==> config.mk <==
export PLATFORM = sky130hd
export DESIGN_NAME = mapid_cfg
export DESIGN_NICKNAME = d
export VERILOG_FILES = /design/src/rtl/core/motor_angle_pid_with_fault_watch_top_assert.svh /design/src/rtl/core/mapid_pkg.sv /design/src/rtl/core/mapid_cfg.sv
export SDC_FILE = /design/constraint.sdc
export NUM_CORES = 1
export LEC_CHECK = 0
export BUFFER_PORTS_ARGS = -buffer_cell sky130_fd_sc_hd__buf_2
export CAP_MARGIN = 20
export CELL_PAD_IN_SITES_DETAIL_PLACEMENT = 0
export CELL_PAD_IN_SITES_GLOBAL_PLACEMENT = 1
export CORE_ASPECT_RATIO = 0.6
export CORE_MARGIN = 4
export CORE_UTILIZATION = 39
export DETAILED_ROUTE_END_ITERATION = 8
export GPL_ROUTABILITY_DRIVEN = 0
export GPL_TIMING_DRIVEN = 0
export PLACE_DENSITY_LB_ADDON = 0.25
export SYNTH_ARGS = -nofsm -noshare
export SYNTH_HDL_FRONTEND = slang
export SYNTH_SLANG_ARGS = --single-unit
export TNS_END_PERCENT = 30
==> constraint.sdc <==
create_clock -name aclk -period 5.34 [get_ports aclk]
set_input_delay 0.267 -clock aclk [delete_from_list [all_inputs] [get_ports aclk]]
set_output_delay 0.267 -clock aclk [all_outputs]
set_load 0.01 [all_outputs]
==> src/rtl/core/motor_angle_pid_with_fault_watch_top_assert.svh <==
// Assertion macros shared by the angle PID block
`ifndef MOTOR_ANGLE_PID_WITH_FAULT_WATCH_TOP_ASSERT_SVH
`define MOTOR_ANGLE_PID_WITH_FAULT_WATCH_TOP_ASSERT_SVH

`ifndef SYNTHESIS
// same-cycle implication
`define MAPID_ASSERT_IMP(lbl, clk, rst_n, ante, cons) \
    lbl: assert property (@(posedge clk) disable iff (!(rst_n)) (ante) |-> (cons)) \
        else $error("assertion failed: same-cycle check");
// next-cycle implication
`define MAPID_ASSERT_NXT(lbl, clk, rst_n, ante, cons) \
    lbl: assert property (@(posedge clk) disable iff (!(rst_n)) (ante) |=> (cons)) \
        else $error("assertion failed: next-cycle check");
`else
`define MAPID_ASSERT_IMP(lbl, clk, rst_n, ante, cons)
`define MAPID_ASSERT_NXT(lbl, clk, rst_n, ante, cons)
`endif

`endif

==> src/rtl/core/mapid_pkg.sv <==
// Types and constants for the angle PID block with fault watchdog
package mapid_pkg;

    localparam int ADDR_W    = 5;
    localparam int DATA_W    = 32;
    localparam int GAIN_W    = 16;
    localparam int SP_W      = 9;
    localparam int ANGLE_W   = 16;
    localparam int ERR_W     = 18;
    localparam int DIFF_W    = 19;
    localparam int DRIVE_W   = 11;
    localparam int CNT_W     = 8;
    localparam int STUCK_BAND = 5;

    localparam logic signed [SP_W:0] SP_HIGH = 10'sd180;
    localparam logic signed [SP_W:0] SP_LOW  = -10'sd180;
    localparam logic signed [SP_W:0] SP_WRAP = 10'sd360;

    localparam logic [CNT_W-1:0] CNT_MAX = '1;

    typedef enum logic [2:0] {
        REG_SETPOINT        = 3'd0,
        REG_GAIN_P          = 3'd1,
        REG_GAIN_I          = 3'd2,
        REG_GAIN_D          = 3'd3,
        REG_DRIVE_LIMIT     = 3'd4,
        REG_STUCK_LIMIT     = 3'd5,
        REG_WRONG_WAY_LIMIT = 3'd6,
        REG_CHECK_WINDOW    = 3'd7
    } reg_idx_t;

    typedef struct packed {
        logic signed [SP_W-1:0] setpoint;
        logic [GAIN_W-1:0]      gain_p;
        logic [GAIN_W-1:0]      gain_i;
        logic [GAIN_W-1:0]      gain_d;
        logic [DRIVE_W-1:0]     drive_limit;
        logic [CNT_W-1:0]       stuck_limit;
        logic [CNT_W-1:0]       wrong_way_limit;
        logic [CNT_W-1:0]       check_window;
    } cfg_t;

    localparam cfg_t CFG_RST = '{
        setpoint:        9'sd180,
        gain_p:          16'd7680,
        gain_i:          16'd1182,
        gain_d:          16'd12480,
        drive_limit:     11'd1024,
        stuck_limit:     8'd30,
        wrong_way_limit: 8'd10,
        check_window:    8'd100
    };

    // nonzero setpoint write reloads the direction flag
    typedef struct packed {
        logic load;
        logic value;
    } dir_load_t;

    // per-sample motion observations for the watchdog
    typedef struct packed {
        logic in_band;
        logic same;
        logic rising;
        logic falling;
        logic forward;
    } motion_t;

endpackage

==> src/rtl/core/mapid_cfg.sv <==
// APB configuration registers of the angle PID block
module mapid_cfg (
    input  logic                          aclk,
    input  logic                          aresetn,
    input  logic                          psel,
    input  logic                          penable,
    input  logic                          pwrite,
    input  logic [mapid_pkg::ADDR_W-1:0]  paddr,
    input  logic [mapid_pkg::DATA_W-1:0]  pwdata,
    output logic [mapid_pkg::DATA_W-1:0]  prdata,
    output logic                          pready,
    output mapid_pkg::cfg_t               cfg,
    output mapid_pkg::dir_load_t          dir_load
);
    import mapid_pkg::*;

    cfg_t                   cfg_reg, cfg_next;
    reg_idx_t               idx;
    logic                   wr;
    logic signed [SP_W:0]   sp_ext;
    logic signed [SP_W:0]   sp_wrap;

    assign pready = 1'b1;
    assign wr     = psel && penable && pwrite;
    assign idx    = reg_idx_t'(paddr[ADDR_W-1:2]);
    assign sp_ext = {pwdata[SP_W-1], pwdata[SP_W-1:0]};

    always_comb begin
        priority if (sp_ext > SP_HIGH) begin
            sp_wrap = sp_ext - SP_WRAP;
        end else if (sp_ext < SP_LOW) begin
            sp_wrap = sp_ext + SP_WRAP;
        end else begin
            sp_wrap = sp_ext;
        end
    end

    always_comb begin
        cfg_next = cfg_reg;
        if (wr) begin
            unique case (idx)
                REG_SETPOINT:        cfg_next.setpoint        = sp_wrap[SP_W-1:0];
                REG_GAIN_P:          cfg_next.gain_p          = pwdata[GAIN_W-1:0];
                REG_GAIN_I:          cfg_next.gain_i          = pwdata[GAIN_W-1:0];
                REG_GAIN_D:          cfg_next.gain_d          = pwdata[GAIN_W-1:0];
                REG_DRIVE_LIMIT:     cfg_next.drive_limit     = pwdata[DRIVE_W-1:0];
                REG_STUCK_LIMIT:     cfg_next.stuck_limit     = pwdata[CNT_W-1:0];
                REG_WRONG_WAY_LIMIT: cfg_next.wrong_way_limit = pwdata[CNT_W-1:0];
                REG_CHECK_WINDOW:    cfg_next.check_window    = pwdata[CNT_W-1:0];
            endcase
        end
    end

    // zero setpoint leaves the direction flag alone
    assign dir_load.load  = wr && (idx == REG_SETPOINT) && (sp_wrap != '0);
    assign dir_load.value = !sp_wrap[SP_W];

    always_ff @(posedge aclk) begin
        if (!aresetn) begin
            cfg_reg <= CFG_RST;
        end else begin
            cfg_reg <= cfg_next;
        end
    end

    always_comb begin
        unique case (idx)
            REG_SETPOINT:
                prdata = {{(DATA_W-SP_W){cfg_reg.setpoint[SP_W-1]}}, cfg_reg.setpoint};
            REG_GAIN_P:          prdata = {{(DATA_W-GAIN_W){1'b0}}, cfg_reg.gain_p};
            REG_GAIN_I:          prdata = {{(DATA_W-GAIN_W){1'b0}}, cfg_reg.gain_i};
            REG_GAIN_D:          prdata = {{(DATA_W-GAIN_W){1'b0}}, cfg_reg.gain_d};
            REG_DRIVE_LIMIT:     prdata = {{(DATA_W-DRIVE_W){1'b0}}, cfg_reg.drive_limit};
            REG_STUCK_LIMIT:     prdata = {{(DATA_W-CNT_W){1'b0}}, cfg_reg.stuck_limit};
            REG_WRONG_WAY_LIMIT: prdata = {{(DATA_W-CNT_W){1'b0}}, cfg_reg.wrong_way_limit};
            REG_CHECK_WINDOW:    prdata = {{(DATA_W-CNT_W){1'b0}}, cfg_reg.check_window};
        endcase
    end

    assign cfg = cfg_reg;

endmodule

# After elaboration in Yosys (flattened, before gate mapping)
# Cells that the tools add are included.
op_classes:
  order_cmp: 2
  muxes: 3
  n_eq_ne: 7
  reduce_logical: 15
  add_sub_neg: 2
ops:
  columns: ["op", "count"]
  rows:
  - ["32-bit one-hot mux with 8 select lines", 1]
  - ["10-bit two-way mux", 2]
  - ["2-bit AND reduction", 8]
  - ["3-bit equality test, second input constant", 4]
  - ["9-bit by 10-bit adder with 10-bit output, second input constant", 1]
  - ["10-bit nonzero test", 1]
  - ["9-bit by 10-bit subtractor with 10-bit output, second input constant", 1]
  - ["9-bit > comparator, second input constant", 1]
  - ["9-bit less-than comparator, second input constant", 1]
  - ["3-bit by 2-bit equality test with 1-bit output, second input constant", 2]
  - ["1-bit logical AND", 4]
  - ["3-bit by 1-bit equality test with 1-bit output, second input constant", 1]
  - ["3-bit logical NOT", 1]
  - ["1-bit logical NOT", 1]
totals:
  reg_bits: 92

# Logic depth before layout (Yosys ltp)
logic_depth:
  depth_word: 5
  ltp_mapped: 9
  depth_no_buf: 8

# Worst setup path before layout
# Ideal clock, no wire load.
synth_path:
  path_type: "input to output"
  startpoint: "input pwdata[3] (netlist name)"
  endpoint: "output dir_load[1] (netlist name)"
  stages: 9
  path_buffers: 1
  t_arrival_ps: 1905
  setup_slack_ps: 3168
  cell_sequence: "clkbuf_1 inv_1 ha_1 a21o_1 a21oi_2 nor2_2 a22oi_1 nor3_1 o31ai_1"
synth_lines:
  columns: ["item", "line_no", "rtl"]
  rows:
  - ["start, declared", "mapid_cfg.sv:9", "input logic [mapid_pkg::DATA_W-1:0] pwdata,"]
  - ["end, declared", "mapid_cfg.sv:13", "output mapid_pkg::dir_load_t dir_load"]

==> out/metrics.sh <==
RUN_STATUS='finished, final reports clean'
SYN-MEAN-INSTANCE-AREA_UM2=8.18
FLOORPLAN.DIE.WIDTH_UM=152
FINALSETUPTNS_NS=0
SYNTH_SEQ_AREA_SHARE_PCT=37.9
DIE_H_UM=94.4
TIMING.FINAL.CRIT_SHARE_PCT=55.3
SYNTH.AREA.MUX_SHARE_PCT=11.0
YS.WARNINGS.COUNT=0
DOMINANT_COMBINATIONAL_CELL_FAMILY_BY_AREA_AFTER_SYNTHESIS='simple AND/OR/NAND/NOR gates'
SYNTH.NET_COUNT=639
POST_CTS.REPAIR.SETUP_BUFFERS=0
CLK_LATENCY_NS=0.35
NUMCLOCKSINKS=92
NUMPORTBUFFERS=143
LARGEST_REGISTER_FF_COUNT=92
CLOCK_TREE.ROOT_CELL='sky130_fd_sc_hd__clkbuf_16'
SETUP.WORST_PATH.CLASS='input pin to primary output'
POST_SYNTH_XOR_XNOR_AREA_PCT=0.361
DRCVIOLATIONCOUNT=0
POSTROUTEANTENNANETS=0
TYPE_OF_DESTINATION_OF_THE_CRITICAL_PATH='primary output'
ANTENNA_CELLS_INSERTED=0
FINAL_CELL_AREA_UM2=6060
FIRST_PASS_DRT_ITERATIONS=5
YOSYS_REGISTER_BITS=92
PLACED_CELL_AREA_UM2=5780
DRT-INITIAL-DRC-COUNT=471
FINALCRITICALPERIOD_NS=2.95
SYNTH.LIB_CELLS_USED.DISTINCT=63
GRT_USE_TOTAL_PCT=25.4
CRITPATHLAUNCHTYPE='input pin'
TIMING.HOLD.WS_NS=0.166
GRT.OVERFLOW.TOTAL=0
FINAL_MAX_SLEW_VIOL_COUNT=0
SYNTH_SIMPLE_GATE_AREA_SHARE_PCT=23.4
DRV.MAX_CAP_VIOLATION_COUNT=0
DETAIL_PLACEMENT_HPWL_MM=14.2
DIE-AREA_UM2=14400
FINAL_NET_COUNT=793
SYNTH_ADDER_AREA_SHARE_PCT=1.03
FIN_SKEW_NS=0
HOLDCRITPATHCLASS='input pin to flop'
LAYOUT.FILLER_CELLS=1221
GRT_SETUP_UNREPAIRED='no'
GRT_START_MAX_NET_PINS=18
WORST-PATH-MAX-FANOUT=10
SYNTH_ENABLE_FLOP_CELLS=0
TIMING.CRITICAL_PATH.REQUIRED_NS=5.07
CTS_MADE_BUFFERS=9
FINALHOLDVIOLATIONS=0
HOLDBUFCOUNTCTS=0
SYNTH_FF_TYPE='sky130_fd_sc_hd__dfxtp_1'
GRT_ANTENNA_BEFORE_REPAIR=0
FLOORPLAN.ROWS=31
TIMING.FMAX_GHz=0.339
CLOCK_TREE.BUFFER_DEPTH=2
P_PER_AREA_nW_PER_UM2=249
CRITPATHARRIVALTIME_NS=2.69
TIMING_WORST_SLEW_PIN_VALUE_NS=0.861
NUMBER_OF_GLOBAL_ROUTE_VIAS_BEFORE_REPAIR=4694
TIMING.FINAL.SETUP_VIOLATIONS=0
IOPINCOUNT=169
REPORT.POWER.TOTAL_mW=1.51
WORST_R2R_SRC='cfg[91]$_SDFFE_PN0P_'
LAYOUT_CELLS_SIZED_ABOVE_1_PCT=30.1
WORST_R2R_ENDPOINT='cfg[91]$_SDFFE_PN0P_'
LEAKAGE_nW=2.61
GRT_FIRST_PASS_WIRELENGTH_MM=27.9
CLKTRANSATPATHREGS_NS=0.07
VIA_PER_INST=5.47
AREA_GROWTH_SYN_TO_LAYOUT_PCT=24.9
FLOORPLAN.INITIALDENSITY_PCT=40.1
CTS_TREE='yes'
FF_LATCH_AREA_UM2=1840
AVG_WL_PER_CELL_UM=20.6
WORST-R2R-CELL-COUNT=2
HOLDPATHEND='cfg[48]$_SDFFE_PN1P_'
ROUTED_WL_MM=18.9
ROUTE.VIAS.TOTAL=5012
WORST_HOLD_PATH.NUM_CELLS=3
PEAK_VDD_IR_mV=0.141
PLACEABLECOREAREA_UM2=12100
AREA_USED_BY_MULTI_INPUT_COMBINATIONAL_LOGIC_UM2=2640
CTS-RESIZED-GATES=0
SETUP.REG_TO_REG.WORST_SLACK_NS=4.20
STARTPOINT_OF_THE_LOWEST_SLACK_HOLD_PATH='pwdata[13]'
CTSHTREEMAXLEVEL=3
SYN_AREA_UM2=4850
TIMING.SLEW.HEADROOM_PCT=42.4
FINAL_CORE_UTIL_PCT=50.1
SYNTH_COMPOUND_GATE_AREA_SHARE_PCT=18.5
NETLIST_INSTANCES=593
ASYNC_RESET_FF_SHARE_PCT=0
## per-stage QoR
step	setup slack [ns]	std cells
4_1_cts	2.42	917
6_report	2.39	917
3_3_place_gp	2.41	901
3_5_place_dp	2.44	901
5_1_grt	2.22	917
2_1_floorplan	3.17	593
## worst max-delay path by stage
stage               cells after the start       from          end
finish                                 11  pwdata[3]  dir_load[1]
global route                           11  pwdata[3]  dir_load[1]
CTS                                    11  pwdata[3]  dir_load[1]
detailed placement                     11  pwdata[3]  dir_load[1]
global placement                       11  pwdata[3]  dir_load[1]
floorplan                               9  pwdata[3]  dir_load[1]
## metal layers
layer / vias up / global-route usage (%) / part of all wire [%]
met5: - / 0 / 0
met4: 0 / 3.89 / 0.89
met3: 21 / 8.79 / 11
met2: 255 / 36.6 / 41
met1: 2424 / 37.2 / 47
li1: 2312 / - / -
## layout make-up
| type | instances | share of cell area [%] |
|---|---|---|
| sequential | 92 | 30.4 |
| timing repair buffer | 143 | 11.8 |
| multi-input combinational | 429 | 43.6 |
| tap | 165 | 3.41 |
| clock inverter | 7 | 0.970 |
| buffer | 62 | 5.51 |
| inverter | 10 | 0.619 |
| clock buffer | 9 | 3.72 |
## layout by cell type (no fill, tap or decap), drive strengths merged, types with 13 or more instances in the layout
master and count:
clkbuf 31, nor2 27, mux2i 26, buf 183, a21oi 18, o21ai 13
dfxtp 92, a21boi 50, nand2 166, inv 13, nor2b 22, nand3 20
## power by group
part | internal [mW] | leakage, nW | switching [mW] | total [mW]
Sequential | 0.692 | 0.743 | 0.00543 | 0.697
Combinational | 0.0676 | 1.73 | 0.120 | 0.188
Clock | 0.323 | 0.138 | 0.298 | 0.622
## Yosys cell counts, drive strengths merged (2+ instances only)
cell type	number	area share, %
dfxtp	92	38
clkbuf	22	1.7
nor2b	22	2.8
ha	4	1.0
a22oi	2	0.31
o22ai	3	0.39
a21boi	50	7.7
a221oi	4	0.72
o31ai	3	0.75
nor3b	2	0.31
o21a	3	0.46
nand2b	9	1.2
mux4	10	4.6
a41oi	2	0.52
o211ai	9	1.4
nand2	166	13
or2	2	0.31
a31oi	3	0.39
inv	10	0.77
or3	2	0.26
o21ai	13	1.3
nand3	20	2.1
mux2	4	1.0
a22o	2	0.36
mux2i	26	5.4
nor3	4	0.52
nor2	27	2.4
buf	40	5.2
a21oi	18	2.0
## cell families (layout without fill, tap and decap cells)
kind of cell             Yosys count  after routing
AO/OA/AOI/OAI                    124            124
XOR/XNOR                           2              2
adder cells (fa/ha/maj)            4              4
buffers and inverters             72            231
flip-flops                        92             92
multiplexers                      40             40
other                              1              1
AND/OR/NAND/NOR                  258            258
## worst max-delay path, stage by stage
cell	delay, ns
sky130_fd_sc_hd__buf_2	0.15
sky130_fd_sc_hd__clkbuf_1	0.53
sky130_fd_sc_hd__inv_1	0.26
sky130_fd_sc_hd__ha_1	0.27
sky130_fd_sc_hd__a21o_1	0.22
sky130_fd_sc_hd__a21oi_2	0.24
sky130_fd_sc_hd__nor2_2	0.08
sky130_fd_sc_hd__a22oi_1	0.16
sky130_fd_sc_hd__nor3_1	0.07
sky130_fd_sc_hd__o31ai_1	0.26
sky130_fd_sc_hd__buf_2	0.17
(Power assumes the default switching activity.)
