$ cat src/rtl/core/motor_angle_pid_with_fault_watch_top_assert.svh
// Assertion macros shared by the angle PID block
`ifndef MOTOR_ANGLE_PID_WITH_FAULT_WATCH_TOP_ASSERT_SVH
`define MOTOR_ANGLE_PID_WITH_FAULT_WATCH_TOP_ASSERT_SVH

`ifndef SYNTHESIS
// same-cycle implication
`define MAPID_ASSERT_IMP(lbl, clk, rst_n, ante, cons) \
    lbl: assert property (@(posedge clk) disable iff (!(rst_n)) (ante) |-> (cons)) \
        else $error("assertion failed: same-cycle check");
// next-cycle implication
`define MAPID_ASSERT_NXT(lbl, clk, rst_n, ante, cons) \
    lbl: assert property (@(posedge clk) disable iff (!(rst_n)) (ante) |=> (cons)) \
        else $error("assertion failed: next-cycle check");
`else
`define MAPID_ASSERT_IMP(lbl, clk, rst_n, ante, cons)
`define MAPID_ASSERT_NXT(lbl, clk, rst_n, ante, cons)
`endif

`endif

$ cat src/rtl/core/mapid_pkg.sv
// Types and constants for the angle PID block with fault watchdog
package mapid_pkg;

    localparam int ADDR_W    = 5;
    localparam int DATA_W    = 32;
    localparam int GAIN_W    = 16;
    localparam int SP_W      = 9;
    localparam int ANGLE_W   = 16;
    localparam int ERR_W     = 18;
    localparam int DIFF_W    = 19;
    localparam int DRIVE_W   = 11;
    localparam int CNT_W     = 8;
    localparam int STUCK_BAND = 5;

    localparam logic signed [SP_W:0] SP_HIGH = 10'sd180;
    localparam logic signed [SP_W:0] SP_LOW  = -10'sd180;
    localparam logic signed [SP_W:0] SP_WRAP = 10'sd360;

    localparam logic [CNT_W-1:0] CNT_MAX = '1;

    typedef enum logic [2:0] {
        REG_SETPOINT        = 3'd0,
        REG_GAIN_P          = 3'd1,
        REG_GAIN_I          = 3'd2,
        REG_GAIN_D          = 3'd3,
        REG_DRIVE_LIMIT     = 3'd4,
        REG_STUCK_LIMIT     = 3'd5,
        REG_WRONG_WAY_LIMIT = 3'd6,
        REG_CHECK_WINDOW    = 3'd7
    } reg_idx_t;

    typedef struct packed {
        logic signed [SP_W-1:0] setpoint;
        logic [GAIN_W-1:0]      gain_p;
        logic [GAIN_W-1:0]      gain_i;
        logic [GAIN_W-1:0]      gain_d;
        logic [DRIVE_W-1:0]     drive_limit;
        logic [CNT_W-1:0]       stuck_limit;
        logic [CNT_W-1:0]       wrong_way_limit;
        logic [CNT_W-1:0]       check_window;
    } cfg_t;

    localparam cfg_t CFG_RST = '{
        setpoint:        9'sd180,
        gain_p:          16'd7680,
        gain_i:          16'd1182,
        gain_d:          16'd12480,
        drive_limit:     11'd1024,
        stuck_limit:     8'd30,
        wrong_way_limit: 8'd10,
        check_window:    8'd100
    };

    // nonzero setpoint write reloads the direction flag
    typedef struct packed {
        logic load;
        logic value;
    } dir_load_t;

    // per-sample motion observations for the watchdog
    typedef struct packed {
        logic in_band;
        logic same;
        logic rising;
        logic falling;
        logic forward;
    } motion_t;

endpackage

$ cat src/rtl/core/mapid_wdog.sv
// Stuck and wrong-way watchdog counters with windowed clear
`include "motor_angle_pid_with_fault_watch_top_assert.svh"
module mapid_wdog (
    input  logic                              aclk,
    input  logic                              aresetn,
    input  logic                              step,
    input  mapid_pkg::cfg_t                   cfg,
    input  mapid_pkg::motion_t                motion,
    input  logic                              drive_nz,
    output logic                              stuck_alarm,
    output logic                              wrong_alarm
);
    import mapid_pkg::*;

    logic [CNT_W-1:0] stuck_cnt_reg, stuck_cnt_next;
    logic [CNT_W-1:0] wrong_cnt_reg, wrong_cnt_next;
    logic [CNT_W-1:0] win_cnt_reg, win_cnt_next;
    logic [CNT_W-1:0] sc, wc;
    logic             wrong_way;

    assign wrong_way = (!motion.forward && motion.rising) ||
                       (motion.forward && motion.falling);

    always_comb begin
        sc          = stuck_cnt_reg;
        stuck_alarm = 1'b0;
        if (drive_nz && !motion.in_band) begin
            if (motion.same && sc != CNT_MAX) begin
                sc = sc + 1'b1;
            end
            if (sc > cfg.stuck_limit) begin
                sc          = '0;
                stuck_alarm = 1'b1;
            end
        end

        wrong_alarm = 1'b0;
        if (wrong_way) begin
            wc = (wrong_cnt_reg != CNT_MAX) ? wrong_cnt_reg + 1'b1 : wrong_cnt_reg;
        end else begin
            wc = '0;
        end
        if (wc > cfg.wrong_way_limit) begin
            wc          = '0;
            wrong_alarm = 1'b1;
        end

        if (win_cnt_reg >= cfg.check_window) begin
            win_cnt_next   = '0;
            stuck_cnt_next = '0;
            wrong_cnt_next = '0;
        end else begin
            win_cnt_next   = win_cnt_reg + 1'b1;
            stuck_cnt_next = sc;
            wrong_cnt_next = wc;
        end
    end

    always_ff @(posedge aclk) begin
        if (!aresetn) begin
            stuck_cnt_reg <= '0;
            wrong_cnt_reg <= '0;
            win_cnt_reg   <= '0;
        end else if (step) begin
            stuck_cnt_reg <= stuck_cnt_next;
            wrong_cnt_reg <= wrong_cnt_next;
            win_cnt_reg   <= win_cnt_next;
        end
    end

    `MAPID_ASSERT_NXT(a_stuck_alarm_clears, aclk, aresetn, step && stuck_alarm, stuck_cnt_reg == '0)
    `MAPID_ASSERT_NXT(a_wrong_alarm_clears, aclk, aresetn, step && wrong_alarm, wrong_cnt_reg == '0)
    `MAPID_ASSERT_IMP(a_stuck_alarm_needs_drive, aclk, aresetn, stuck_alarm, drive_nz)

endmodule

$ cat config.mk
export PLATFORM = sky130hd
export DESIGN_NAME = mapid_wdog
export DESIGN_NICKNAME = d
export VERILOG_FILES = /design/src/rtl/core/mapid_pkg.sv /design/src/rtl/core/mapid_wdog.sv
export VERILOG_INCLUDE_DIRS = /design/src /design/src/rtl/core
export SDC_FILE = /design/constraint.sdc
export NUM_CORES = 1
export LEC_CHECK = 0
export BUFFER_PORTS_ARGS = -buffer_cell sky130_fd_sc_hd__clkbuf_2
export CAP_MARGIN = 20
export CORE_UTILIZATION = 46
export CTS_BUF_LIST = sky130_fd_sc_hd__clkbuf_4 sky130_fd_sc_hd__clkbuf_8
export DETAILED_ROUTE_END_ITERATION = 10
export PLACE_DENSITY = 0.85
export SYNTH_ARGS = -nofsm -noshare
export SYNTH_HDL_FRONTEND = slang
export SYNTH_SLANG_ARGS = --single-unit
$ cat constraint.sdc
create_clock -name aclk -period 4.1 [get_ports aclk]
set_input_delay 0.41 -clock aclk [delete_from_list [all_inputs] [get_ports aclk]]
set_output_delay 0.41 -clock aclk [all_outputs]
set_load 0.02 [all_outputs]
=== Word-level counts from Yosys, hierarchy flattened ===
Cells that the tools add are included.

* Word-level logic and storage cells: 33
* Register bits after elaboration: 24
* Input bits: 101
* Bits in read-only memories: 0
* Output and inout bits: 2
* Memories kept: 0
* Bits in writable memories: 0
* Latch bits: 0

* Divide/modulo/power cells: 0
* Multiply operators: 0
* Multiplexer cells: 13
* Add/sub/neg operators: 3
* $lt $le $gt $ge: 3
* Shift operators: 0
* Reduce and logical (&&, ||, !) cells: 9
* Bitwise logic cells: 0
* Equal/unequal tests: 2

{| class="wikitable"
|+ Operator list
! operator !! number
|-
| $mux W8 || 10
|-
| $add A8 B1 Y8 const B || 3
|-
| $gt A8 B8 Y1 || 2
|-
| $ne A8 B8 Y1 const B || 2
|-
| $ge A8 B8 Y1 || 1
|-
| $logic_and A1 B1 Y1 || 4
|-
| $mux W1 || 3
|-
| $logic_not A1 Y1 || 2
|-
| $reduce_and A2 Y1 || 1
|-
| $reduce_bool A2 Y1 || 1
|-
| $logic_or A1 B1 Y1 || 1
|}

=== Logic depth before layout (Yosys ltp) ===
Gate-level depths: netlist of run 1.

* Word-level depth: 8
* Gate-level depth with buffers: 15
* Mapped depth without buffers: 13

=== Worst setup path after synthesis of run 1 ===
OpenSTA, ideal clock, no wires.

* Kind: register to output
* Start: reg stuck_cnt_reg[0]
* End: out stuck_alarm
* Data required time: 3.690 ns
* Cell stages (with the launch flop): 14
* Path buffers: 2
* Path slack: 1.101 ns
* Data arrival time: 2.589 ns
* Path through: dfxtp_1 -> ha_1 -> and3_1 -> buf_4 -> nand2_1 -> o21a_1 -> buf_6 -> mux2_2 -> ha_1 -> nor2b_1 -> o211ai_1 -> a211oi_1 -> nor2_1 -> nor2_1

* Cells in the longest elaborated chain, start to end: 7
* Elaborated cells on any way between the ends: 8
* Classes of those cells: add/sub: 1; order compare: 1; eq/ne: 1; mux: 4; reduce/logical: 1

{| class="wikitable"
|+ Ends and longest elaborated chain
! element !! RTL line !! RTL
|-
| start: declaration || mapid_wdog.sv:15 || <nowiki>logic [CNT_W-1:0] stuck_cnt_reg, stuck_cnt_next;</nowiki>
|-
| start signal: assignment || mapid_wdog.sv:65 || <nowiki>stuck_cnt_reg <= stuck_cnt_next;</nowiki>
|-
| branches (longest 2 deep; another with $add A8 B1 Y8) || -- ||
|-
| $mux W8 * || mapid_wdog.sv:28 || <nowiki>if (motion.same && sc != CNT_MAX) begin</nowiki>
|-
| $mux W8 * || mapid_wdog.sv:27 || <nowiki>if (drive_nz && !motion.in_band) begin</nowiki>
|-
| $gt A8 B8 Y1 * || mapid_wdog.sv:31 || <nowiki>if (sc > cfg.stuck_limit) begin</nowiki>
|-
| $mux W1 * || mapid_wdog.sv:31 ||
|-
| $mux W1 * || mapid_wdog.sv:27 ||
|-
| end: declaration || mapid_wdog.sv:10 || <nowiki>output logic stuck_alarm,</nowiki>
|}

Mark *: on every way between the ends. The select of a mux whose other input is x is not followed.

=== Worst setup path in the final report of run 1 ===
Ends and elaborated chain as after synthesis.

==> results.md, run 1 <==
* **run status** complete, no violations
* **data required time at the worst endpoint** 3.69 ns
* **sequential share of the synthesized area** 25.8%
* **pre-CTS WS** 0.885 ns
* **Ys Warns** 0
* **number of enable flip-flop cells after synthesis** 0
* **die footprint** 4310 µm²
* **crit path cell chain** ha_1, and3_1, nand2_1, o21a_1, mux2_2, ha_1, nor2b_1, o211ai_1, a211oi_1, nor2_1, nor2_1, clkbuf_2
* **fin crit share** 85.9%
* **I/O pin total** 103
* **hold path startpoint** aresetn
* **fraction of layout cells with a size suffix above 1** 18.3%
* **cell depth of the worst flop-to-flop path** 12
* **critical path start-end classification** flip-flop to output pin
* **maximum clock rate** 284 MHz
* **post-DR wirelength/cell** 12.7 µm
* **unrepaired setup endpoints after global routing** no
* **total count of max-transition violations in the final report** 0
* **kind of cell adding the most delay to the critical path** compound AO/OA/AOI/OAI gates
* **min setup slack post-route** 0.577 ns
* **VDD IR-drop max** 0.134 mV
* **clock latency on the worst-skew pair** 0.27 ns
* **RR Endpoint** wrong_cnt_reg[6]
* **CTS buffer count** 3
* **worst-path fanout max** 8
* **total inserted antenna cells** 0
* **CP Capture Type** output pin
* **cell with the largest stage delay on the worst path** sky130_fd_sc_hd__mux2_2
* **source of the worst register-to-register timing path** wrong_cnt_reg[0]
* **H-tree Lvls** 1
* **Placeable Area** 3770 µm²
* **pwr dens** 249 nW/µm²
* **CTS hold repair buffers** 0
* **detailed placer's ending HPWL** 3050 µm
* **Clk pin slew, worst setup/hold paths** 0.09 ns
* **arrival time reported for the critical path endpoint** 3.11 ns
* **DRC Markers** 0
* **Sequential cell area** 480 µm²
* **routed wire length** 3800 µm
* **cell at the root of the clock tree** sky130_fd_sc_hd__clkbuf_8
* **unique cell type count in the Yosys netlist** 42
* **Most used DFF post-synth** sky130_fd_sc_hd__dfxtp_1
* **count of buffers inserted at the top-level ports** 34
* **leakage power total** 1.05 nW
* **xor/xnor cell area share of the yosys netlist** 4.23%
* **final weighted congestion in routability-driven placement** 0.767
* **Netlist Area Pre-Place** 1860 µm²
* **GRT Residual Overflow** 0
* **post-synthesis net count** 349
* **all-layer global routing usage** 19.9%
* **fraction of registers with async set or reset after synthesis** 0%
* **setup bufs post-CTS** 0
* **synthesized netlist cell count** 221
* **number of core rows** 22
* **worst-case register-to-register setup slack** 0.91 ns
* **Worst Hold Class** primary input to flip-flop
* **wire length of the first global-routing pass** 6730 µm
* **number of search-and-repair iterations in the first detailed-routing pass** 5
* **area of the multi-input gates** 1240 µm²
* **worst hold path cell count** 2
* **CP startpoint kind** flip-flop
* **worst-case clock skew** 0.00345 ns
* **post-route non-filler standard cell count** 300
* **Hold Vio Cnt, Final** 0
* **fill cell count** 350
* **clock sink count** 24
* **vias in the first global route** 1,628
* **Via Count** 1,659
* **Compound-Gate Fraction of Synth Area** 21.8%
* **commonest non-fill, non-tap cell in the layout** sky130_fd_sc_hd__clkbuf_2
* **top library cells by usage in the layout, fill and taps aside** sky130_fd_sc_hd__clkbuf_2, sky130_fd_sc_hd__ha_1, sky130_fd_sc_hd__inv_1, sky130_fd_sc_hd__dfxtp_1, sky130_fd_sc_hd__nor2_1
* **starting density of the core** 49.4%
* **fraction of the mapped netlist area in simple logic gates** 19.3%
* **mux share of post-synthesis cell area** 2.82%
* **main combinational cell family by area after synthesis** compound AO/OA/AOI/OAI gates
* **Final Net Count** 381
* **#FFs+latches synth** 24
* **final-layout setup total negative slack** 0 ns
* **Area Growth Syn to Fin** 13.5%
* **Synth Area in Adders** 18.1%
* **initial antenna violation count** 0
* **Starting DRT DRC Count** 52
* **critical path's largest stage delay** 0.38 ns
* **buffers plus inverters on the worst setup path** 1
* **TritonCTS clock tree** yes
* **slew at the pin closest to its max-slew limit** 0.819 ns
* **pin count of the biggest net entering global routing** 15
* **Antenna Nets Post-Route** 0
* **capture endpoint of the worst hold path** win_cnt_reg[0]
* **buffers from clock root to sink, at most** 2
* **Slew Limit Headroom** 45.3%
* **Post-Route Hold Slack** 0.426 ns
* **Min Clock Period, post-route** 3.52 ns
* **placed cell count** 296
* **y dimension of the die** 65.7 µm
* **overall die width** 65.7 µm
* **synthesized area per cell** 8.44 µm²
* **number of endpoints failing setup at the final stage** 0
* **quantity of gates resized following cts** 0
* **average vias per placed instance** 5.53
* **max_cap viols** 0
[kinds of logic (layout without fill, tap and decap cells)]
group,after synthesis,count (layout)
AOI/OAI and AO/OA,56,56
adders and majority gates,27,27
buffers and inverters,33,64
muxes,5,5
DFF,24,24
and+or+nand+nor,67,67
xor gates and xnor gates,9,9
[layout make-up]
cell class	count	share of cell area [%]
sequential	24	22.7
clock inverter	1	1.42
inverter	26	4.61
multi-input combinational	164	58.4
tap	48	2.84
clock buffer	3	1.95
timing repair buffer	34	8.04
[synth_stat cells, types with 2 or more instances]
| cell | instances | area share, % |
|---|---|---|
| sky130_fd_sc_hd__a211oi_1 | 2 | 0.81 |
| sky130_fd_sc_hd__a21o_1 | 2 | 0.81 |
| sky130_fd_sc_hd__a21oi_1 | 13 | 3.5 |
| sky130_fd_sc_hd__a22o_1 | 15 | 7.0 |
| sky130_fd_sc_hd__a31o_2 | 2 | 0.94 |
| sky130_fd_sc_hd__a31oi_1 | 6 | 2.0 |
| sky130_fd_sc_hd__and3_1 | 7 | 2.3 |
| sky130_fd_sc_hd__and4_1 | 2 | 0.94 |
| sky130_fd_sc_hd__buf_4 | 2 | 0.81 |
| sky130_fd_sc_hd__buf_6 | 2 | 1.2 |
| sky130_fd_sc_hd__dfxtp_1 | 24 | 26 |
| sky130_fd_sc_hd__ha_1 | 27 | 18 |
| sky130_fd_sc_hd__inv_1 | 26 | 5.2 |
| sky130_fd_sc_hd__mux2_2 | 2 | 1.2 |
| sky130_fd_sc_hd__mux2i_1 | 3 | 1.6 |
| sky130_fd_sc_hd__nand2_1 | 9 | 1.8 |
| sky130_fd_sc_hd__nand2b_1 | 2 | 0.67 |
| sky130_fd_sc_hd__nand3_1 | 9 | 2.4 |
| sky130_fd_sc_hd__nand4_1 | 9 | 3.0 |
| sky130_fd_sc_hd__nor2_1 | 18 | 3.6 |
| sky130_fd_sc_hd__nor2b_1 | 5 | 1.7 |
| sky130_fd_sc_hd__nor3_1 | 2 | 0.54 |
| sky130_fd_sc_hd__o21a_1 | 4 | 1.6 |
| sky130_fd_sc_hd__o21ai_0 | 3 | 0.81 |
| sky130_fd_sc_hd__xnor2_1 | 2 | 0.94 |
| sky130_fd_sc_hd__xor2_1 | 7 | 3.3 |
[power by group]
| part | internal (mW) | switching, mW |
|---|---|---|
| combinational | 0.0363 | 0.0384 |
| sequential | 0.236 | 0.00393 |
| clock | 0.131 | 0.0815 |
| total | 0.403 | 0.124 |
[per-stage QoR]
stage	total power, mW	utilization (%)	area [µm²]
6_report	0.527	56.1	2120
5_1_grt	0.550	56.1	2120
4_1_cts	0.531	56.1	2120
3_5_place_dp	0.320	54.2	2040
3_3_place_gp	0.316	54.2	2040
2_1_floorplan	0.294	-	1860
[how the worst max path moves through the flow]
stage	from	depth (start not counted)	endpoint	slack (ns)
final	stuck_cnt_reg[0]	12	stuck_alarm	0.58
after CTS	stuck_cnt_reg[0]	12	stuck_alarm	0.57
after global placement	stuck_cnt_reg[0]	12	stuck_alarm	0.96
after detailed placement	stuck_cnt_reg[0]	12	stuck_alarm	0.89
after floorplan	stuck_cnt_reg[0]	13	stuck_alarm	1.10
after global routing	stuck_cnt_reg[0]	12	stuck_alarm	0.35
[routing by layer]
layer | vias up | wire, µm | global-route usage [%]
met5 | - | 0 | 0
met4 | 0 | 23 | 4.08
met3 | 2 | 138 | 3.65
met2 | 35 | 1890 | 37.5
met1 | 754 | 1750 | 22.7
li1 | 868 | - | -
No activity file was read; power rests on OpenSTA's default activity.
==> run 2, diff against run 1 <==
--- a/config.mk
+++ b/config.mk
@@ -8,10 +8,9 @@
 export LEC_CHECK = 0
 export BUFFER_PORTS_ARGS = -buffer_cell sky130_fd_sc_hd__clkbuf_2
 export CAP_MARGIN = 20
-export CORE_UTILIZATION = 46
-export CTS_BUF_LIST = sky130_fd_sc_hd__clkbuf_4 sky130_fd_sc_hd__clkbuf_8
+export CORE_UTILIZATION = 45
 export DETAILED_ROUTE_END_ITERATION = 10
-export PLACE_DENSITY = 0.85
+export PLACE_DENSITY = 0.84
 export SYNTH_ARGS = -nofsm -noshare
 export SYNTH_HDL_FRONTEND = slang
 export SYNTH_SLANG_ARGS = --single-unit
==> run 2 against run 1 <==
Net effect: global-route usage fell by 0.96 points; register-to-register slack improved by 0.07 ns; total power fell by 1.6%; core utilization fell by 3.1 points; critical path type unchanged; sequential share of layout area barely moved; clock skew rose by 0.0054 ns; combinational power fell by 2%; via count fell by 0.42%; maximum frequency rose by 0.63%; critical path depth did not move; worst setup slack improved by 0.022 ns; non-clock buffer count did not move; critical endpoint unchanged.
==> results.md, run 2 (same netlist as run 1, synthesis figures left out) <==
* **initial antenna violation count** 0
* **CTS hold repair buffers** 0
* **quantity of gates resized following cts** 0
* **starting density of the core** 46.6%
* **switching power as a share of total power** 22.4%
* **unrepaired setup endpoints after global routing** no
* **Final Net Count** 381
* **Min Clock Period, post-route** 3.50 ns
* **CTS buffer count** 3
* **CP Capture Type** output pin
* **routing layer with the top usage in global route** met2
* **Area Growth Syn to Fin** 13.6%
* **count of buffers inserted at the top-level ports** 34
* **final-layout setup total negative slack** 0 ns
* **part of the total power dissipated in combinational logic** 14.1%
* **kind of cell adding the most delay to the critical path** compound AO/OA/AOI/OAI gates
* **number of core rows** 23
* **total inserted antenna cells** 0
* **worst hold path cell count** 2
* **buffers from clock root to sink, at most** 2
* **vias in the first global route** 1,615
* **number of endpoints failing setup at the final stage** 0
* **number of search-and-repair iterations in the first detailed-routing pass** 4
* **sequential group share of total power** 46.3%
* **routed wire length** 3590 µm
* **y dimension of the die** 66.4 µm
* **Clk pin slew, worst setup/hold paths** 0.09 ns
* **met2 Usage GRT** 34.1%
* **overall die width** 66.4 µm
* **met3 Use GR** 2.93%
* **clock sink count** 24
* **data required time at the worst endpoint** 3.69 ns
* **buffers plus inverters on the worst setup path** 1
* **fin crit share** 85.4%
* **commonest non-fill, non-tap cell in the layout** sky130_fd_sc_hd__clkbuf_2
* **H-tree Lvls** 1
* **worst-path fanout max** 8
* **cell with the largest stage delay on the worst path** sky130_fd_sc_hd__mux2_2
* **GRT Residual Overflow** 0
* **critical path's largest stage delay** 0.37 ns
* **maximum clock rate** 286 MHz
* **switching power** 0.116 mW
* **VDD IR-drop max** 0.120 mV
* **cell at the root of the clock tree** sky130_fd_sc_hd__clkbuf_8
* **Crit. path cell count** 12
* **DRC Markers** 0
* **max_cap viols** 0
* **setup bufs post-CTS** 0
* **arrival time reported for the critical path endpoint** 3.09 ns
* **I/O pin total** 103
* **critical path start-end classification** flip-flop to output pin
* **slew at the pin closest to its max-slew limit** 0.711 ns
* **cell depth of the worst flop-to-flop path** 10
* **TritonCTS clock tree** yes
* **Hold Vio Cnt, Final** 0
* **Starting DRT DRC Count** 49
* **all-layer global routing usage** 18.9%
* **Placeable Area** 4000 µm²
* **average vias per placed instance** 5.47
* **CP startpoint kind** flip-flop
* **pin count of the biggest net entering global routing** 15
* **Antenna Nets Post-Route** 0
* **Via Count** 1,652
* **met1 usage** 23.4%
* **Slew Limit Headroom** 52.5%
* **clock network fraction of total power** 39.6%
* **fill cell count** 374
* **fraction of layout cells with a size suffix above 1** 18.3%
* **wire length of the first global-routing pass** 6590 µm
* **Int Power** 0.402 mW
* **total count of max-transition violations in the final report** 0
* **Worst Hold Class** primary input to flip-flop
* **post-DR wirelength/cell** 11.9 µm
* **final weighted congestion in routability-driven placement** 0.816
* **final core area utilization** 53.0%
* **run status** complete, no violations
* **leakage power total** 1.05 nW
* **detailed placer's ending HPWL** 3000 µm
* **crit path cell chain** ha_1, and3_1, nand2_1, o21a_1, mux2_2, ha_1, nor2b_1, o211ai_1, a211oi_1, nor2_1, nor2_1, clkbuf_2
* **top library cells by usage in the layout, fill and taps aside** sky130_fd_sc_hd__clkbuf_2, sky130_fd_sc_hd__ha_1, sky130_fd_sc_hd__inv_1, sky130_fd_sc_hd__dfxtp_1, sky130_fd_sc_hd__nor2_1
* **clock latency on the worst-skew pair** 0.27 ns
* **worst-case clock skew** 0.00883 ns
* **pwr dens** 245 nW/µm²
* **die footprint** 4400 µm²
run 2: cell counts in the layout (fill, tap and decap cells not counted):
No cell type changed its count.
run 2: final cells by class:
| class | count | area, µm² | area share [%] |
|---|---|---|---|
| clock buffers | 3 | 41.3 | 1.95 |
| clock inverters | 1 | 30.0 | 1.42 |
| inverters | 26 | 97.6 | 4.61 |
| multi-input cells | 164 | 1240 | 58.4 |
| flip-flops and latches | 24 | 480 | 22.7 |
| well taps | 50 | 62.6 | 2.95 |
| repair buffers | 34 | 170 | 8.03 |
run 2: stage by stage:
step           power (mW)  hold slack [ns]  instance area (µm²)  setup WS [ns]  cells
2_1_floorplan       0.294            0.471                 1860           1.10    221
3_3_place_gp        0.316            0.496                 2050          0.972    298
3_5_place_dp        0.319            0.510                 2050          0.919    298
4_1_cts             0.522            0.425                 2120          0.609    302
5_1_grt             0.544            0.457                 2120          0.356    302
6_report            0.518            0.422                 2120          0.599    302
run 2: routing by layer:
metal / routed length (µm) / part of all wire, %
met4: 22 / 0.61
met5: 0 / 0
met1: 1690 / 47
met2: 1760 / 49
met3: 122 / 3.4
run 2: worst paths after layout:
path	slack [ns]	to	start
setup / recovery	0.60	stuck_alarm	stuck_cnt_reg[0]
hold / removal	0.42	win_cnt_reg[0]	aresetn
setup reg to reg	0.98	wrong_cnt_reg[4]	wrong_cnt_reg[0]
hold reg to reg	0.53	stuck_cnt_reg[1]	stuck_cnt_reg[1]
run 2: power groups by stage:
stage / clock network, mW / registers, mW / logic (mW)
after floorplan: 0 / 0.244 / 0.0497
after global placement: 0 / 0.245 / 0.0704
after detailed placement: 0 / 0.245 / 0.0738
after CTS: 0.208 / 0.240 / 0.0742
after global routing: 0.217 / 0.240 / 0.0861
final: 0.205 / 0.240 / 0.0730
==> run 3, diff against run 2 <==
--- a/config.mk
+++ b/config.mk
@@ -8,9 +8,10 @@
 export LEC_CHECK = 0
 export BUFFER_PORTS_ARGS = -buffer_cell sky130_fd_sc_hd__clkbuf_2
 export CAP_MARGIN = 20
-export CORE_UTILIZATION = 45
+export CORE_UTILIZATION = 46
+export CTS_BUF_LIST = sky130_fd_sc_hd__clkbuf_8
 export DETAILED_ROUTE_END_ITERATION = 10
-export PLACE_DENSITY = 0.84
+export PLACE_DENSITY_LB_ADDON = 0.3
 export SYNTH_ARGS = -nofsm -noshare
 export SYNTH_HDL_FRONTEND = slang
 export SYNTH_SLANG_ARGS = --single-unit
==> constraint.sdc (replaced) <==
create_clock -name aclk -period 4.1 [get_ports aclk]
set_input_delay 0.205 -clock aclk [delete_from_list [all_inputs] [get_ports aclk]]
set_output_delay 0.205 -clock aclk [all_outputs]
set_load 0.02 [all_outputs]
==> run 3 against run 2 <==
Net effect: combinational power barely moved; critical path type unchanged; maximum frequency increased by 7.1%; register-to-register slack got worse by 0.11 ns; clock power shrank 22%; via count decreased by 1.2%; final area decreased by 0.89%; worst hold slack got worse by 0.19 ns; core utilization rose by 2.7 points; routed wire length down 3.9%; sequential power barely moved; clock-buffer cell count up 1.
==> results.md, run 3 (same netlist as run 1, synthesis figures left out) <==
* **overall die width** 65.7 µm
* **number of endpoints failing setup at the final stage** 0
* **cell with the largest stage delay on the worst path** sky130_fd_sc_hd__mux2_2
* **cell at the root of the clock tree** sky130_fd_sc_hd__clkbuf_8
* **min setup slack post-route** 0.832 ns
* **post-DR wirelength/cell** 11.5 µm
* **setup bufs post-CTS** 0
* **total count of max-transition violations in the final report** 0
* **crit path launch** stuck_cnt_reg[0]
* **Clk pin slew, worst setup/hold paths** 0.08 ns
* **DRC Markers** 0
* **Critical Path End** stuck_alarm
* **slew at the pin closest to its max-slew limit** 0.787 ns
* **TritonCTS clock tree** yes
* **max_cap viols** 0
* **arrival time reported for the critical path endpoint** 3.06 ns
* **critical path's largest stage delay** 0.38 ns
* **Slew Limit Headroom** 47.5%
* **final weighted congestion in routability-driven placement** 0.768
* **die footprint** 4310 µm²
* **average vias per placed instance** 5.44
* **final standard cell area without fillers** 2100 µm²
* **routed wire length** 3450 µm
* **total placed instance area** 2040 µm²
* **crit path cell chain** ha_1, and3_1, nand2_1, o21a_1, mux2_2, ha_1, nor2b_1, o211ai_1, a211oi_1, nor2_1, nor2_1, clkbuf_2
* **number of search-and-repair iterations in the first detailed-routing pass** 5
* **CTS hold repair buffers** 0
* **fraction of layout cells with a size suffix above 1** 18.3%
* **count of buffers inserted at the top-level ports** 34
* **Placeable Area** 3770 µm²
* **top library cells by usage in the layout, fill and taps aside** sky130_fd_sc_hd__clkbuf_2, sky130_fd_sc_hd__ha_1, sky130_fd_sc_hd__inv_1, sky130_fd_sc_hd__dfxtp_1, sky130_fd_sc_hd__nor2_1
* **cell depth of the worst flop-to-flop path** 10
* **pwr dens** 225 nW/µm²
* **data required time at the worst endpoint** 3.89 ns
* **Min Clock Period, post-route** 3.27 ns
* **run status** complete, no violations
* **I/O pin total** 103
* **fill cell count** 362
* **area of the multi-input gates** 1240 µm²
* **worst-path fanout max** 8
* **pre-CTS WS** 0.935 ns
* **worst-case clock skew** 0.00525 ns
* **vias in the first global route** 1,436
* **total inserted antenna cells** 0
* **all-layer global routing usage** 17.8%
* **Hold Vio Cnt, Final** 0
* **starting density of the core** 49.4%
* **Sequential cell area** 480 µm²
* **clock latency on the worst-skew pair** 0.27 ns
* **Worst Hold Class** primary input to flip-flop
* **Area Growth Syn to Fin** 12.6%
* **H-tree Lvls** 1
* **Starting DRT DRC Count** 36
* **Antenna Nets Post-Route** 0
* **critical path start-end classification** flip-flop to output pin
* **post-layout total power** 0.473 mW
* **worst-case register-to-register setup slack** 0.87 ns
* **fin crit share** 79.7%
* **initial antenna violation count** 0
* **VDD IR-drop max** 0.210 mV
* **leakage power total** 1.05 nW
* **number of core rows** 22
* **y dimension of the die** 65.7 µm
* **hold path startpoint** aresetn
* **maximum clock rate** 306 MHz
* **pin count of the biggest net entering global routing** 14
* **CTS buffer count** 3
* **Final Net Count** 381
* **quantity of gates resized following cts** 0
* **RR Endpoint** wrong_cnt_reg[7]
* **GRT Residual Overflow** 0
* **clock sink count** 24
* **commonest non-fill, non-tap cell in the layout** sky130_fd_sc_hd__clkbuf_2
* **unrepaired setup endpoints after global routing** no
* **final-layout setup total negative slack** 0 ns
* **Via Count** 1,632
* **source of the worst register-to-register timing path** wrong_cnt_reg[0]
* **detailed placer's ending HPWL** 2790 µm
* **CP startpoint kind** flip-flop
* **Post-Route Hold Slack** 0.227 ns
* **CP Capture Type** output pin
* **wire length of the first global-routing pass** 5980 µm
* **buffers from clock root to sink, at most** 2
-- run 3: how the worst min path moves through the flow --
stage                  endpoint  slack, ns  cells after the start
2_1_floorplan    win_cnt_reg[0]       0.32                      1
3_3_place_gp   wrong_cnt_reg[3]       0.49                      1
3_5_place_dp   wrong_cnt_reg[6]       0.50                      1
4_1_cts          win_cnt_reg[0]       0.21                      2
5_1_grt          win_cnt_reg[0]       0.21                      2
6_report         win_cnt_reg[0]       0.23                      2
-- run 3: layout make-up --
cell class	instances	area share, %
tap	48	2.86
multi-input combinational	164	58.9
inverter	26	4.65
sequential	24	22.9
clock buffer	4	2.62
timing repair buffer	34	8.10
-- run 3: through the flow --
step	utilization, %	cells
after floorplan	-	221
after global placement	54.2	296
after detailed placement	54.2	296
after CTS	55.7	300
after global routing	55.7	300
final	55.7	300
-- run 3: routing by layer --
metal	wire length [µm]	global-route usage, %	vias up
li1	-	-	865
met1	1770	23.2	736
met2	1550	29.0	29
met3	115	4.34	2
met4	21	4.35	0
met5	0	0	-
-- run 3: power by group --
group          switching, mW  internal (mW)
clock network         0.0742         0.0857
logic                 0.0372         0.0358
registers            0.00383          0.236
-- run 3: worst max-delay path, delay by kind of cell, from the launching register on --
kind	cells	cell delay, ns
AO/OA/AOI/OAI	3	0.68
buffers and inverters	1	0.17
flip-flops	1	0.36
AND/OR/NAND/NOR	5	0.68
adder cells (fa/ha/maj)	2	0.53
multiplexers	1	0.38
